**config.mk**
```make
export PLATFORM = sky130hd
export DESIGN_NAME = sem_ctrl
export DESIGN_NICKNAME = d
export VERILOG_FILES = /design/src/hw/rtl/sem_pkg.sv /design/src/hw/rtl/sem_ctrl.sv
export SDC_FILE = /design/constraint.sdc
export NUM_CORES = 1
export LEC_CHECK = 0
export ABC_AREA = 1
export BUFFER_PORTS_ARGS = -buffer_cell sky130_fd_sc_hd__clkbuf_2
export CORE_MARGIN = 2
export CORE_UTILIZATION = 38
export CTS_CLUSTER_DIAMETER = 80
export DETAILED_ROUTE_END_ITERATION = 10
export GPL_ROUTABILITY_DRIVEN = 0
export SYNTH_ARGS = -nofsm -noshare
export SYNTH_HDL_FRONTEND = slang
export SYNTH_SLANG_ARGS = --single-unit
```
**constraint.sdc**
```tcl
create_clock -name clk_i -period 8.3 [get_ports clk_i]
set_clock_uncertainty 0.2 [all_clocks]
set_input_delay 1.66 -clock clk_i [delete_from_list [all_inputs] [get_ports clk_i]]
set_output_delay 1.66 -clock clk_i [all_outputs]
set_load 0.02 [all_outputs]
```
**src/hw/rtl/sem_pkg.sv**
```systemverilog
// shared types, constants and kernel tables for the sobel edge magnitude core
// no dependencies; imported by sem_ctrl, sem_dp and the top level
package sem_pkg;

  localparam int CfgDataW = 16;
  localparam int WidthRegW = 11;
  localparam int HeightW = 16;
  localparam int ChW = 8;
  localparam int PixW = 3 * ChW;
  localparam int GradW = 11;
  localparam int SumW = 24;
  localparam int NumTaps = 9;

  // register indexes
  localparam logic [0:0] RegImageWidth = 1'b0;
  localparam logic [0:0] RegImageHeight = 1'b1;

  // controller to datapath commands
  typedef struct packed {
    logic       we;
    logic       wr_held;
    logic       pix_ld;
    logic [1:0] wr_bank;
    logic       rd_en;
    logic [1:0] rd_bank;
    logic       acc_clr;
    logic       acc_en;
    logic       acc_zero;
    logic [3:0] acc_tap;
    logic       sq_en;
    logic       root_en;
    logic [2:0] root_bit;
    logic       out_load;
    logic       out_fe;
  } sem_cmd_t;

  // window row of a tap (0 = upper)
  function automatic logic [1:0] tap_dr(input logic [3:0] tap);
    logic [1:0] r;
    case (tap)
      4'd0, 4'd1, 4'd2: r = 2'd0;
      4'd3, 4'd4, 4'd5: r = 2'd1;
      default: r = 2'd2;
    endcase
    return r;
  endfunction

  // window column of a tap (0 = left)
  function automatic logic [1:0] tap_dc(input logic [3:0] tap);
    logic [1:0] c;
    case (tap)
      4'd0, 4'd3, 4'd6: c = 2'd0;
      4'd1, 4'd4, 4'd7: c = 2'd1;
      default: c = 2'd2;
    endcase
    return c;
  endfunction

  // horizontal kernel coefficient
  function automatic logic signed [2:0] kern_x(input logic [3:0] tap);
    logic signed [2:0] k;
    case (tap)
      4'd0, 4'd6: k = -3'sd1;
      4'd2, 4'd8: k = 3'sd1;
      4'd3: k = -3'sd2;
      4'd5: k = 3'sd2;
      default: k = 3'sd0;
    endcase
    return k;
  endfunction

  // vertical kernel coefficient
  function automatic logic signed [2:0] kern_y(input logic [3:0] tap);
    logic signed [2:0] k;
    case (tap)
      4'd0, 4'd2: k = -3'sd1;
      4'd1: k = -3'sd2;
      4'd6, 4'd8: k = 3'sd1;
      4'd7: k = 3'sd2;
      default: k = 3'sd0;
    endcase
    return k;
  endfunction

endpackage

```
**src/hw/rtl/sem_ctrl.sv**
```systemverilog
// controller: frame counters, config registers, tap sequencer and output handshake
// depends on sem_pkg
module sem_ctrl #(
  parameter int MAX_WIDTH = 1024
) (
  input  logic                          clk_i,
  input  logic                          rst_ni,
  input  logic                          cfg_we_i,
  input  logic [0:0]                    cfg_idx_i,
  input  logic [sem_pkg::CfgDataW-1:0]  cfg_data_i,
  input  logic                          in_valid_i,
  output logic                          in_ready_o,
  input  logic                          in_drain_i,
  output logic                          out_valid_o,
  input  logic                          out_ready_i,
  output logic [$clog2(MAX_WIDTH)-1:0]  wr_col_o,
  output logic [$clog2(MAX_WIDTH)-1:0]  rd_col_o,
  output sem_pkg::sem_cmd_t             cmd_o
);
  import sem_pkg::*;

  localparam int ColW = $clog2(MAX_WIDTH);
  localparam int WcW = $clog2(MAX_WIDTH + 1);

  localparam logic [2:0] StIdle = 3'd0;
  localparam logic [2:0] StRead = 3'd1;
  localparam logic [2:0] StSqr  = 3'd2;
  localparam logic [2:0] StRoot = 3'd3;
  localparam logic [2:0] StOut  = 3'd4;

  logic [2:0]           state_q, state_d;
  logic [WidthRegW-1:0] width_q, width_d;
  logic [HeightW-1:0]   height_q, height_d;
  logic [ColW-1:0]      in_col_q, in_col_d;
  logic [HeightW-1:0]   in_row_q, in_row_d;
  logic [1:0]           in_slot_q, in_slot_d;
  logic [ColW-1:0]      out_col_q, out_col_d;
  logic [HeightW-1:0]   out_row_q, out_row_d;
  logic [1:0]           out_slot_q, out_slot_d;
  logic [ColW-1:0]      o_col_q, o_col_d;
  logic [HeightW-1:0]   o_row_q, o_row_d;
  logic [1:0]           o_slot_q, o_slot_d;
  logic                 o_fe_q, o_fe_d;
  logic [ColW-1:0]      w_col_q, w_col_d;
  logic [1:0]           w_slot_q, w_slot_d;
  logic                 w_pend_q, w_pend_d;
  logic [3:0]           tap_cnt_q, tap_cnt_d;
  logic [3:0]           tap_q, tap_d;
  logic                 tap_ok_q, tap_ok_d;
  logic [2:0]           bit_q, bit_d;
  logic                 mv_q, mv_d;

  logic [WcW-1:0]       eff_w;
  logic [HeightW-1:0]   eff_h;

  // effective frame size
  always_comb begin
    if (width_q == '0) begin
      eff_w = WcW'(1);
    end else if (32'(width_q) > 32'(MAX_WIDTH)) begin
      eff_w = WcW'(MAX_WIDTH);
    end else begin
      eff_w = WcW'(width_q);
    end
    eff_h = (height_q == '0) ? HeightW'(1) : height_q;
  end

  function automatic logic [1:0] slot_inc(input logic [1:0] s);
    return (s == 2'd2) ? 2'd0 : s + 2'd1;
  endfunction

  assign in_ready_o  = (state_q == StIdle);
  assign out_valid_o = mv_q;

  // sequencer
  always_comb begin
    logic            wrap, produce, drain_ok;
    logic [ColW-1:0] cc;
    logic [HeightW-1:0] cr;
    logic [1:0]      cs;
    logic [1:0]      dr, dc;
    logic            row_ok, col_ok;

    state_d    = state_q;
    width_d    = width_q;
    height_d   = height_q;
    in_col_d   = in_col_q;
    in_row_d   = in_row_q;
    in_slot_d  = in_slot_q;
    out_col_d  = out_col_q;
    out_row_d  = out_row_q;
    out_slot_d = out_slot_q;
    o_col_d    = o_col_q;
    o_row_d    = o_row_q;
    o_slot_d   = o_slot_q;
    o_fe_d     = o_fe_q;
    w_col_d    = w_col_q;
    w_slot_d   = w_slot_q;
    w_pend_d   = w_pend_q;
    tap_cnt_d  = tap_cnt_q;
    tap_d      = tap_q;
    tap_ok_d   = tap_ok_q;
    bit_d      = bit_q;
    mv_d       = mv_q;
    cmd_o      = '0;
    wr_col_o   = '0;
    rd_col_o   = '0;
    produce    = 1'b0;

    if (mv_q && out_ready_i) begin
      mv_d = 1'b0;
    end

    wrap     = (in_row_q >= eff_h);
    cc       = wrap ? '0 : in_col_q;
    cr       = wrap ? '0 : in_row_q;
    cs       = wrap ? 2'd0 : in_slot_q;
    drain_ok = wrap && (out_row_q < eff_h);

    dr = tap_dr(tap_cnt_q);
    dc = tap_dc(tap_cnt_q);
    row_ok = !(dr == 2'd0 && o_row_q == '0) &&
             !(dr == 2'd2 && ({1'b0, o_row_q} + 17'd1) >= {1'b0, eff_h});
    col_ok = !(dc == 2'd0 && o_col_q == '0) &&
             !(dc == 2'd2 && (WcW'(o_col_q) + WcW'(1)) >= eff_w);

    case (state_q)
      StIdle: begin
        if (in_valid_i && !in_drain_i) begin
          // pixel: write into its row slot and advance input position
          produce = (cr >= HeightW'(2)) || (cr == HeightW'(1) && cc != '0);
          // a pixel that yields a result is held and written after the upper row reads
          cmd_o.we      = !produce;
          cmd_o.pix_ld  = produce;
          cmd_o.wr_bank = cs;
          wr_col_o      = cc;
          w_col_d       = cc;
          w_slot_d      = cs;
          w_pend_d      = produce;
          if (wrap) begin
            out_col_d  = '0;
            out_row_d  = '0;
            out_slot_d = 2'd0;
          end
          if ((WcW'(cc) + WcW'(1)) >= eff_w) begin
            in_col_d  = '0;
            in_row_d  = cr + HeightW'(1);
            in_slot_d = slot_inc(cs);
          end else begin
            in_col_d  = cc + ColW'(1);
            in_row_d  = cr;
            in_slot_d = cs;
          end
        end else if (in_valid_i && in_drain_i) begin
          produce  = drain_ok;
          w_pend_d = 1'b0;
        end
        if (produce) begin
          // latch the output position (counters are zero after a wrap)
          o_col_d  = wrap && !in_drain_i ? '0 : out_col_q;
          o_row_d  = wrap && !in_drain_i ? '0 : out_row_q;
          o_slot_d = wrap && !in_drain_i ? 2'd0 : out_slot_q;
          o_fe_d   = (o_row_d == eff_h - HeightW'(1)) &&
                     ((WcW'(o_col_d) + WcW'(1)) == eff_w);
          if ((WcW'(o_col_d) + WcW'(1)) >= eff_w) begin
            out_col_d  = '0;
            out_row_d  = o_row_d + HeightW'(1);
            out_slot_d = slot_inc(o_slot_d);
          end else begin
            out_col_d  = o_col_d + ColW'(1);
            out_row_d  = o_row_d;
            out_slot_d = o_slot_d;
          end
          cmd_o.acc_clr = 1'b1;
          tap_cnt_d     = '0;
          state_d       = StRead;
        end
      end
      StRead: begin
        // issue one tap read a cycle, accumulate the previous tap
        if (tap_cnt_q < 4'(NumTaps)) begin
          cmd_o.rd_en = row_ok && col_ok;
          case (dr)
            2'd0: cmd_o.rd_bank = slot_inc(slot_inc(o_slot_q));
            2'd1: cmd_o.rd_bank = o_slot_q;
            default: cmd_o.rd_bank = slot_inc(o_slot_q);
          endcase
          rd_col_o = o_col_q + ColW'(dc) - ColW'(1);
          tap_d    = tap_cnt_q;
          tap_ok_d = row_ok && col_ok;
        end
        // held pixel goes in once the upper row taps are read, before the lower right tap
        if (tap_cnt_q == 4'd3 && w_pend_q) begin
          cmd_o.we      = 1'b1;
          cmd_o.wr_held = 1'b1;
          cmd_o.wr_bank = w_slot_q;
          wr_col_o      = w_col_q;
        end
        if (tap_cnt_q != '0) begin
          cmd_o.acc_en   = 1'b1;
          cmd_o.acc_tap  = tap_q;
          cmd_o.acc_zero = !tap_ok_q;
        end
        if (tap_cnt_q == 4'(NumTaps)) begin
          state_d = StSqr;
        end else begin
          tap_cnt_d = tap_cnt_q + 4'd1;
        end
      end
      StSqr: begin
        cmd_o.sq_en = 1'b1;
        bit_d       = 3'd7;
        state_d     = StRoot;
      end
      StRoot: begin
        // one result bit a cycle
        cmd_o.root_en  = 1'b1;
        cmd_o.root_bit = bit_q;
        if (bit_q == 3'd0) begin
          state_d = StOut;
        end else begin
          bit_d = bit_q - 3'd1;
        end
      end
      StOut: begin
        if (!mv_q || out_ready_i) begin
          cmd_o.out_load = 1'b1;
          cmd_o.out_fe   = o_fe_q;
          mv_d           = 1'b1;
          state_d        = StIdle;
        end
      end
      default: state_d = StIdle;
    endcase

    // config write restarts the frame
    if (cfg_we_i) begin
      if (cfg_idx_i == RegImageWidth) begin
        width_d = cfg_data_i[WidthRegW-1:0];
      end else begin
        height_d = cfg_data_i[HeightW-1:0];
      end
      in_col_d   = '0;
      in_row_d   = '0;
      in_slot_d  = 2'd0;
      out_col_d  = '0;
      out_row_d  = '0;
      out_slot_d = 2'd0;
    end
  end

  // state registers
  always_ff @(posedge clk_i or negedge rst_ni) begin
    if (!rst_ni) begin
      state_q    <= StIdle;
      width_q    <= WidthRegW'(640);
      height_q   <= HeightW'(480);
      in_col_q   <= '0;
      in_row_q   <= '0;
      in_slot_q  <= 2'd0;
      out_col_q  <= '0;
      out_row_q  <= '0;
      out_slot_q <= 2'd0;
      tap_cnt_q  <= '0;
      bit_q      <= '0;
      mv_q       <= 1'b0;
    end else begin
      state_q    <= state_d;
      width_q    <= width_d;
      height_q   <= height_d;
      in_col_q   <= in_col_d;
      in_row_q   <= in_row_d;
      in_slot_q  <= in_slot_d;
      out_col_q  <= out_col_d;
      out_row_q  <= out_row_d;
      out_slot_q <= out_slot_d;
      tap_cnt_q  <= tap_cnt_d;
      bit_q      <= bit_d;
      mv_q       <= mv_d;
    end
  end

  // position of the item at work
  always_ff @(posedge clk_i) begin
    o_col_q  <= o_col_d;
    o_row_q  <= o_row_d;
    o_slot_q <= o_slot_d;
    o_fe_q   <= o_fe_d;
    w_col_q  <= w_col_d;
    w_slot_q <= w_slot_d;
    w_pend_q <= w_pend_d;
    tap_q    <= tap_d;
    tap_ok_q <= tap_ok_d;
  end

endmodule

```
==> impl_metrics.yaml, run 1 <==
global_routing:
  antenna_found_initial: 1
  grt_use_total: 0.210
  grt_pass1_vias: 9707
  grt_util_met2: 0.344
  gr-max-usage-layer: "met2"
  global_route.usage.met3: 0.0276
  grt_pass1_wl_mm: 51.5
  grt_use_met1: 0.290
  overflow: 0
  grt_max_degree: 68
logic_synthesis:
  netlist_area_um2: 11400
  synth-seq-cells: 141
  synth-warning-count: 0
  synthTopCellsByArea: "dfrtp_1, ha_1, edfxtp_1, nand2_1, inv_1"
  ys_types: 56
  async_flop_share: 0.667
  syn_avg_cell_area_um2: 7.46
  syn_inst: 1531
  synth_top_cell_area_share: 0.193
  synth_top_area_cell: "dfrtp_1"
  yosysSeqAreaShare: 0.330
  synth_nets: 1674
  synthFlopType: "dfrtp_1"
  synth-edff-count: 47
power:
  power_density_nw_per_um2: 190
  leakagePower_nw: 6.49
  ir_drop_v: 0.000131
  fin_total_pwr_mw: 2.40
timing:
  layout_min_cycle_time_ns: 6.29
  fmax_mhz: 159
  whs_ns: 0.298
  setup_tns_ns: 0
  hold_viol_final: 0
  worstMarginPinSlew_ns: 0.989
  maxSlewViolCount: 0
  relSlewSlack: 0.339
  setup_violations: 0
  final.period_utilization: 0.758
  rsz0062_at_grt: "false"
detailed_routing:
  drt_iter0_drc: 768
  vias: 10200
  routedWlPerCell_um: 15.8
  wl_mm: 31.5
  first_pass_iters: 5
  ant_nets: 0
  viasPerCell: 5.13
  drc: 0
outcome:
  outcome: "completed"
setup_path:
  critPathKind: "reg -> reg"
  reg2reg_to: "in_row_q[3]$_DFFE_PN0P_"
  cpMostUsedCell: "nor2_1"
  crit_arrival_ns: 6.44
  cp-startpoint: "height_q[5]$_DFFE_PN1P_"
  cpPeakStageDelay_ns: 0.81
  slowest_stage: "nand4_1"
  end_kind: "flop"
  rr_startpoint: "height_q[5]$_DFFE_PN1P_"
  worst_setup_path_start_kind: "flop"
  crit_path_end: "in_row_q[3]$_DFFE_PN0P_"
  required_ns: 8.45
  reg2reg_depth: 32
  r2r_slack_ns: 2.01
  crit_fanout: 21
layout:
  fin_nets: 1730
  drive_above_1_share: 0.115
  layout_commonest_cell: "nand2_1"
  areaGrowthSynthToFinish_pct: 10.9
  layout_common_cells: "nand2_1, inv_1, nor2_1"
  antenna_cells: 0
clock_network:
  hold_buffers: 0
  cts_setup_buffers: 0
  cts.clk_slew.worst_paths_ns: 0.07
  cts_resized: 0
  clk_path_buf_depth: 2
  cts_tree: "yes"
  clkSinkCount: 141
  worstSkewPairLatency_ns: 0.44
  cts-root-buf: "clkbuf_16"
  cts-buffers-inserted: 17
  cts_max_level: 4
floorplanning:
  start_util: 0.385
  die_h_um: 177
  placementRows: 63
  die-area_um2: 31500
  core-area_um2: 29600
  die_x_um: 177
  ioPinCount: 67
place:
  portBuffers: 66
  dp_hpwl_mm: 24.3
flow_run:
  max-cap-violations: 0
worst_hold_path:
  hold_path_class: "reg -> reg"
routing by layer:
| metal | vias to the layer above | part of all wire |
|---|---|---|
| met5 | - | 0.00041 |
| met4 | 2 | 0.019 |
| li1 | 5128 | - |
| met3 | 40 | 0.052 |
| met2 | 316 | 0.46 |
| met1 | 4726 | 0.47 |
critical path, delay by kind of cell, from the launching register on:
family,cells,cell delay [ns]
xor gates and xnor gates,2,0.32
and+or+nand+nor,20,2.54
AOI/OAI and AO/OA,4,0.97
buffers and inverters,3,0.78
DFF,1,0.59
adders and majority gates,3,0.80
power by group:
group	internal, mW	switching, mW	leakage [nW]
clock	0.429	0.350	0.290
combinational	0.245	0.532	4.51
sequential	0.797	0.0513	1.70
through the flow:
step                 util  setup slack [ns]  area [µm²]  instances
floorplan               -              2.87       11400       1531
global placement    0.407              2.17       12100       1958
detailed placement  0.407              2.11       12100       1958
CTS                 0.427              2.04       12700       1990
global route        0.427              1.26       12700       1990
finish              0.427              2.01       12700       1990
kinds of logic (layout without fill, tap and decap cells):
| group | after synthesis | count (layout) | synth area share |
|---|---|---|---|
| adders and majority gates | 120 | 120 | 0.132 |
| AOI/OAI and AO/OA | 177 | 177 | 0.0872 |
| xor gates and xnor gates | 61 | 61 | 0.0474 |
| buffers and inverters | 277 | 346 | 0.0981 |
| DFF | 141 | 141 | 0.330 |
| and+or+nand+nor | 755 | 755 | 0.305 |
state kept, by name, summed over array words and instances (netlist names), 4 cells and up:
| signal | count |
|---|---|
| height_q | 16 |
| in_row_q | 16 |
| o_row_q | 16 |
| out_row_q | 16 |
| width_q | 11 |
| in_col_q | 10 |
| o_col_q | 10 |
| out_col_q | 10 |
| w_col_q | 10 |
| tap_cnt_q | 4 |
| tap_q | 4 |
synth_stat cells, types with 13 or more instances:
library cell,count
xor2_1,53
nor2_1,150
nor2_2,23
a21oi_1,49
ha_1,119
nor3_1,17
inv_1,230
clkbuf_1,17
nand3_1,99
o21ai_1,13
nand4_1,62
edfxtp_1,47
o21ai_0,74
nand2_1,344
dfrtp_1,88
worst min-delay path by stage:
| stage | from | end | slack (ns) | cells past startpoint |
|---|---|---|---|---|
| final | bit_q[2]$_DFFE_PN0P_ | bit_q[2]$_DFFE_PN0P_ | 0.30 | 1 |
| after global routing | width_q[7]$_DFFE_PN1P_ | width_q[7]$_DFFE_PN1P_ | 0.34 | 2 |
| after CTS | bit_q[2]$_DFFE_PN0P_ | bit_q[2]$_DFFE_PN0P_ | 0.30 | 1 |
| after detailed placement | bit_q[2]$_DFFE_PN0P_ | bit_q[2]$_DFFE_PN0P_ | 0.29 | 1 |
| after global placement | bit_q[0]$_DFFE_PN0P_ | bit_q[0]$_DFFE_PN0P_ | 0.28 | 2 |
| after floorplan | bit_q[0]$_DFFE_PN0P_ | bit_q[0]$_DFFE_PN0P_ | 0.25 | 2 |
cell type report:
| type | instances | area [µm²] |
|---|---|---|
| sequential | 141 | 3770 |
| timing repair buffer | 71 | 370 |
| clock buffer | 17 | 425 |
| inverter | 243 | 912 |
| fill | 3035 | 17000 |
| multi-input combinational | 1113 | 6530 |
| tap | 390 | 488 |
| clock inverter | 15 | 165 |
(Power assumes the default switching activity.)
==> run 2: changes to the inputs <==
- clock period: 8.3 -> 5.78 ns (I/O delays scaled with it)
==> run 2 against run 1 <==
Clock power is 49% higher. Hold slack got worse by 0.0027 ns. Global-route usage fell by 0.36 points. Count of clock-buffer cells in the layout unchanged. Combinational power grew 47%. Power rose by 46%. Utilization grew 0.65 points. Highest routed layer is now met4.
==> impl_metrics.yaml, run 2 (synthesis results as in run 1) <==
power:
  comb_power_share: 0.324
  share_seq_of_total_power: 0.347
  ir_drop_v: 0.000185
  switching_share: 0.384
  leakagePower_nw: 6.60
  power_frac_clock: 0.329
  switchingPower_mw: 1.35
  p_int_mw: 2.17
  power_density_nw_per_um2: 274
floorplanning:
  ioPinCount: 67
  core-area_um2: 29600
  die_h_um: 177
  die-area_um2: 31500
  placementRows: 63
  die_x_um: 177
  start_util: 0.385
flow_run:
  max-cap-violations: 0
timing:
  maxSlewViolCount: 0
  setup_tns_ns: 0
  hold_viol_final: 0
  fmax_mhz: 188
  whs_ns: 0.296
  worstMarginPinSlew_ns: 0.982
  relSlewSlack: 0.343
  layout_min_cycle_time_ns: 5.33
  final.period_utilization: 0.922
  rsz0062_at_grt: "false"
  setup_violations: 0
  finalWorstSetupSlack_ns: 0.453
clock_network:
  cts_max_level: 4
  clk_path_buf_depth: 2
  hold_buffers: 0
  cts-buffers-inserted: 17
  worstSkewPairLatency_ns: 0.44
  clkSinkCount: 141
  cts-root-buf: "clkbuf_16"
  cts.clk_slew.worst_paths_ns: 0.07
  cts_tree: "yes"
layout:
  antenna_cells: 0
  drive_above_1_share: 0.126
  areaGrowthSynthToFinish_pct: 12.6
  layout_common_cells: "nand2_1, inv_1, nor2_1"
  instances_no_fill: 2009
  utilization: 0.434
  layout_commonest_cell: "nand2_1"
  fin_nets: 1749
worst_hold_path:
  holdCritStartpoint: "bit_q[0]$_DFFE_PN0P_"
  hold_depth: 2
  hold_path_class: "reg -> reg"
detailed_routing:
  routedWlPerCell_um: 15.9
  drc: 0
  wl_mm: 31.9
  viasPerCell: 5.15
  drt_iter0_drc: 971
  vias: 10300
  first_pass_iters: 6
  ant_nets: 0
setup_path:
  crit_arrival_ns: 3.97
  reg2reg_depth: 37
  cp-startpoint: "tap_cnt_q[0]$_DFFE_PN0P_"
  rr_startpoint: "height_q[5]$_DFFE_PN1P_"
  reg2reg_to: "out_row_q[11]$_DFFE_PN0P_"
  required_ns: 4.42
  end_kind: "output port"
  crit_fanout: 6
  crit_path_end: "rd_col_o[9]"
  critPathKind: "reg -> out"
  worst_setup_path_start_kind: "flop"
  r2r_slack_ns: 0.52
global_routing:
  antenna_found_initial: 0
  overflow: 0
  grt_use_total: 0.206
  grt_max_degree: 61
  grt_pass1_vias: 9689
  grt_pass1_wl_mm: 50.9
outcome:
  outcome: "completed"
place:
  dp_hpwl_mm: 24.5
  portBuffers: 66
  dp.cells: 1967
  pre_cts_slack_ns: 0.481
run 2: changes by cell type in the layout (fill, tap and decap cells not counted):
cell / change
buf_4: +17
bufinv_16: +1
clkinv_2: -1
clkinv_4: +2
clkinv_8: +1
ha_1: -1
ha_2: +1
inv_6: -3
nand2_1: +1
nand2_4: +1
nor2_2: -2
nor2_4: +2
nor4b_1: -1
nor4b_2: +1
run 2: area by class of cell:
cell class              instances  area, µm²
clock buffers                  17        425
clock inverters                15        198
fillers                      3034      16800
inverters                     243        912
multi-input cells            1115       6560
flip-flops and latches        141       3770
well taps                     390        488
repair buffers                 88        498
run 2: power groups by stage:
stage / clock [mW] / sequential, mW / combinational [mW]
floorplan: 0 / 1.22 / 0.814
global placement: 0 / 1.23 / 1.11
detailed placement: 0 / 1.24 / 1.13
CTS: 1.18 / 1.22 / 1.14
global route: 1.22 / 1.23 / 1.30
finish: 1.16 / 1.22 / 1.14
run 2: worst max-delay path, stage by stage (launching register included):
cell and delay (ns):
dfrtp_1 0.48, inv_1 0.12, ha_1 0.24, inv_1 0.08
nand2_1 0.05, a22oi_1 0.29, nand2_1 0.13, ha_1 0.29
inv_1 0.04, ha_1 0.21, fa_1 0.42, a21oi_1 0.17
o21bai_1 0.10, nand2_1 0.07, nand2_1 0.04, a21oi_1 0.20
nor2_1 0.06, nor2_1 0.08, o21bai_1 0.08, o21ai_0 0.17
a21oi_1 0.07, clkbuf_2 0.16
run 2: worst min path at each step:
stage | slack [ns] | endpoint
CTS | 0.30 | bit_q[0]$_DFFE_PN0P_
global placement | 0.28 | bit_q[0]$_DFFE_PN0P_
global route | 0.31 | state_q[0]$_DFFE_PN0P_
floorplan | 0.25 | bit_q[0]$_DFFE_PN0P_
detailed placement | 0.28 | bit_q[0]$_DFFE_PN0P_
finish | 0.30 | bit_q[0]$_DFFE_PN0P_
run 2: through the flow:
step / area, µm² / power [mW]
global route: 12900 / 3.75
global placement: 12100 / 2.34
detailed placement: 12100 / 2.36
CTS: 12800 / 3.53
finish: 12900 / 3.52
floorplan: 11400 / 2.03
run 2: timing repair:
action,in CTS,in global routing
setup endpoints to repair,0,22
setup buffers,0,8
gates resized for setup,0,4
endpoints found under the hold margin,0,0
run 2: per-layer routing:
metal  part of all wire  vias up  GRT usage
met4              0.025        0     0.0673
met3              0.053       46     0.0255
met5                  0        -          0
met2               0.45      313      0.329
li1                   -     5171          -
met1               0.47     4814      0.290
==> run 3: changes to the inputs <==
- REMOVE_ABC_BUFFERS: unset -> 1
==> run 3 against run 2 <==
Fmax grew 0.23%. Count of clock-buffer cells in the layout is the same. Critical path depth grew 2. First-iteration DRC count shrank 1.3%. Register-to-register slack lost 0.02 ns. Non-clock buffer count shrank 6. Clock power is essentially flat. Hold slack gained 0.0020 ns. Power shrank 0.28%. Sequential cell count is the same. Critical endpoint unchanged. Largest cell class unchanged. Highest routed layer unchanged.
==> impl_metrics.yaml, run 3 (synthesis results as in run 1) <==
layout:
  areaGrowthSynthToFinish_pct: 12.0
  drive_above_1_share: 0.123
  utilization: 0.431
  antenna_cells: 0
  layout_commonest_cell: "nand2_1"
  instances_no_fill: 2001
  num-fill-cells: 3068
  layout_common_cells: "nand2_1, inv_1, nor2_1"
  fin_nets: 1741
timing:
  relSlewSlack: 0.354
  maxSlewViolCount: 0
  whs_ns: 0.298
  hold_viol_final: 0
  rsz0062_at_grt: "false"
  setup_tns_ns: 0
  worstMarginPinSlew_ns: 0.966
  layout_min_cycle_time_ns: 5.31
  final.period_utilization: 0.919
  setup_violations: 0
  fmax_mhz: 188
setup_path:
  crit_fanout: 6
  critPathKind: "reg -> out"
  crit_arrival_ns: 3.96
  worst_setup_path_start_kind: "flop"
  slowest_stage: "dfrtp_1"
  cpPeakStageDelay_ns: 0.45
  path_buf_inv: 6
  critical_path.top_delay_family: "adder cells"
  crit_chain: "inv_1 > ha_1 > inv_1 > nor2_1 > inv_1 > nand3_1 > inv_1 > nand2_1 > ha_1 > inv_1 > ha_1 > fa_1 > a21oi_1 > o21bai_1 > nand2_1 > nand2_1 > a21oi_1 > nor2_1 > nor2_1 > o21bai_1 > o21ai_0 > a21oi_1 > clkbuf_2"
  required_ns: 4.42
  end_kind: "output port"
  cpMostUsedCell: "inv_1"
place:
  dp_hpwl_mm: 24.3
  dp.cells: 1965
  portBuffers: 66
detailed_routing:
  vias: 10300
  ant_nets: 0
  drt_iter0_drc: 958
  routedWlPerCell_um: 16.0
  viasPerCell: 5.15
  drc: 0
  wl_mm: 31.9
  first_pass_iters: 5
power:
  power_density_nw_per_um2: 274
  leakagePower_nw: 6.55
  ir_drop_v: 0.000168
outcome:
  outcome: "completed"
clock_network:
  cts_max_level: 4
  cts.clk_slew.worst_paths_ns: 0.07
  cts_tree: "yes"
  clkSinkCount: 141
  worstSkewPairLatency_ns: 0.45
  hold_buffers: 0
  clk_path_buf_depth: 2
  cts-root-buf: "clkbuf_16"
  cts-buffers-inserted: 17
worst_hold_path:
  hold_path_class: "reg -> reg"
global_routing:
  overflow: 0
  grt_use_total: 0.211
  grt_max_degree: 58
  grt_pass1_wl_mm: 51.8
  grt_pass1_vias: 9976
  antenna_found_initial: 0
floorplanning:
  die_x_um: 177
  core-area_um2: 29600
  placementRows: 63
  ioPinCount: 67
  die-area_um2: 31500
  start_util: 0.385
  die_h_um: 177
flow_run:
  max-cap-violations: 0
run 3: metrics by stage:
stage | setup WS [ns] | instance area, µm² | total power, mW
after CTS | 0.403 | 12700 | 3.51
after floorplan | 0.739 | 11200 | 2.01
after detailed placement | 0.428 | 12100 | 2.37
after global placement | 0.533 | 12100 | 2.34
after global routing | 0.0120 | 12800 | 3.73
final | 0.465 | 12800 | 3.51
run 3: layer usage:
layer	part of all wire	GRT usage	wire, µm
met1	0.47	0.285	14900
met2	0.46	0.349	14700
met3	0.054	0.0313	1720
met4	0.021	0.0611	655
met5	0	0	0
run 3: layout make-up:
class                   count  area, µm²  area share
repair buffers             82        457      0.0357
clock inverters            15        188      0.0147
inverters                 243        916      0.0716
clock buffers              17        425      0.0333
flip-flops and latches    141       3770       0.295
well taps                 390        488      0.0382
multi-input cells        1113       6540       0.512
run 3: repair_timing:
item                       in CTS  in global routing
gates resized for setup         0                  5
setup buffers                   0                  4
setup endpoints to repair       0                 12
run 3: tightest hold or removal path: cells and delay by family, from the launching register on:
| kind | cells | cell delay (ns) |
|---|---|---|
| flip-flops | 1 | 0.35 |
| AND/OR/NAND/NOR | 1 | 0.05 |
| AO/OA/AOI/OAI | 1 | 0.06 |
run 3: where the power goes:
part           internal [mW]  leakage [nW]  switching (mW)  total, mW
Combinational          0.363          4.56           0.782       1.15
Sequential              1.14          1.70          0.0758       1.22
Clock                  0.590         0.295           0.552       1.14
run 3: worst paths after layout:
kind                                           from                 endpoint  slack [ns]  cells after the start
max                        tap_cnt_q[0]$_DFFE_PN0P_              rd_col_o[9]        0.47                     23
min                            bit_q[0]$_DFFE_PN0P_     bit_q[0]$_DFFE_PN0P_        0.30                      2
max reg2reg                 height_q[2]$_DFFE_PN0P_  in_row_q[3]$_DFFE_PN0P_        0.50                     32
min reg2reg                    bit_q[0]$_DFFE_PN0P_     bit_q[0]$_DFFE_PN0P_        0.30                      2
max in group asynchronous                    rst_ni  height_q[5]$_DFFE_PN1P_        3.75                      2
min in group asynchronous                    rst_ni  in_col_q[4]$_DFFE_PN0P_        0.58                      1
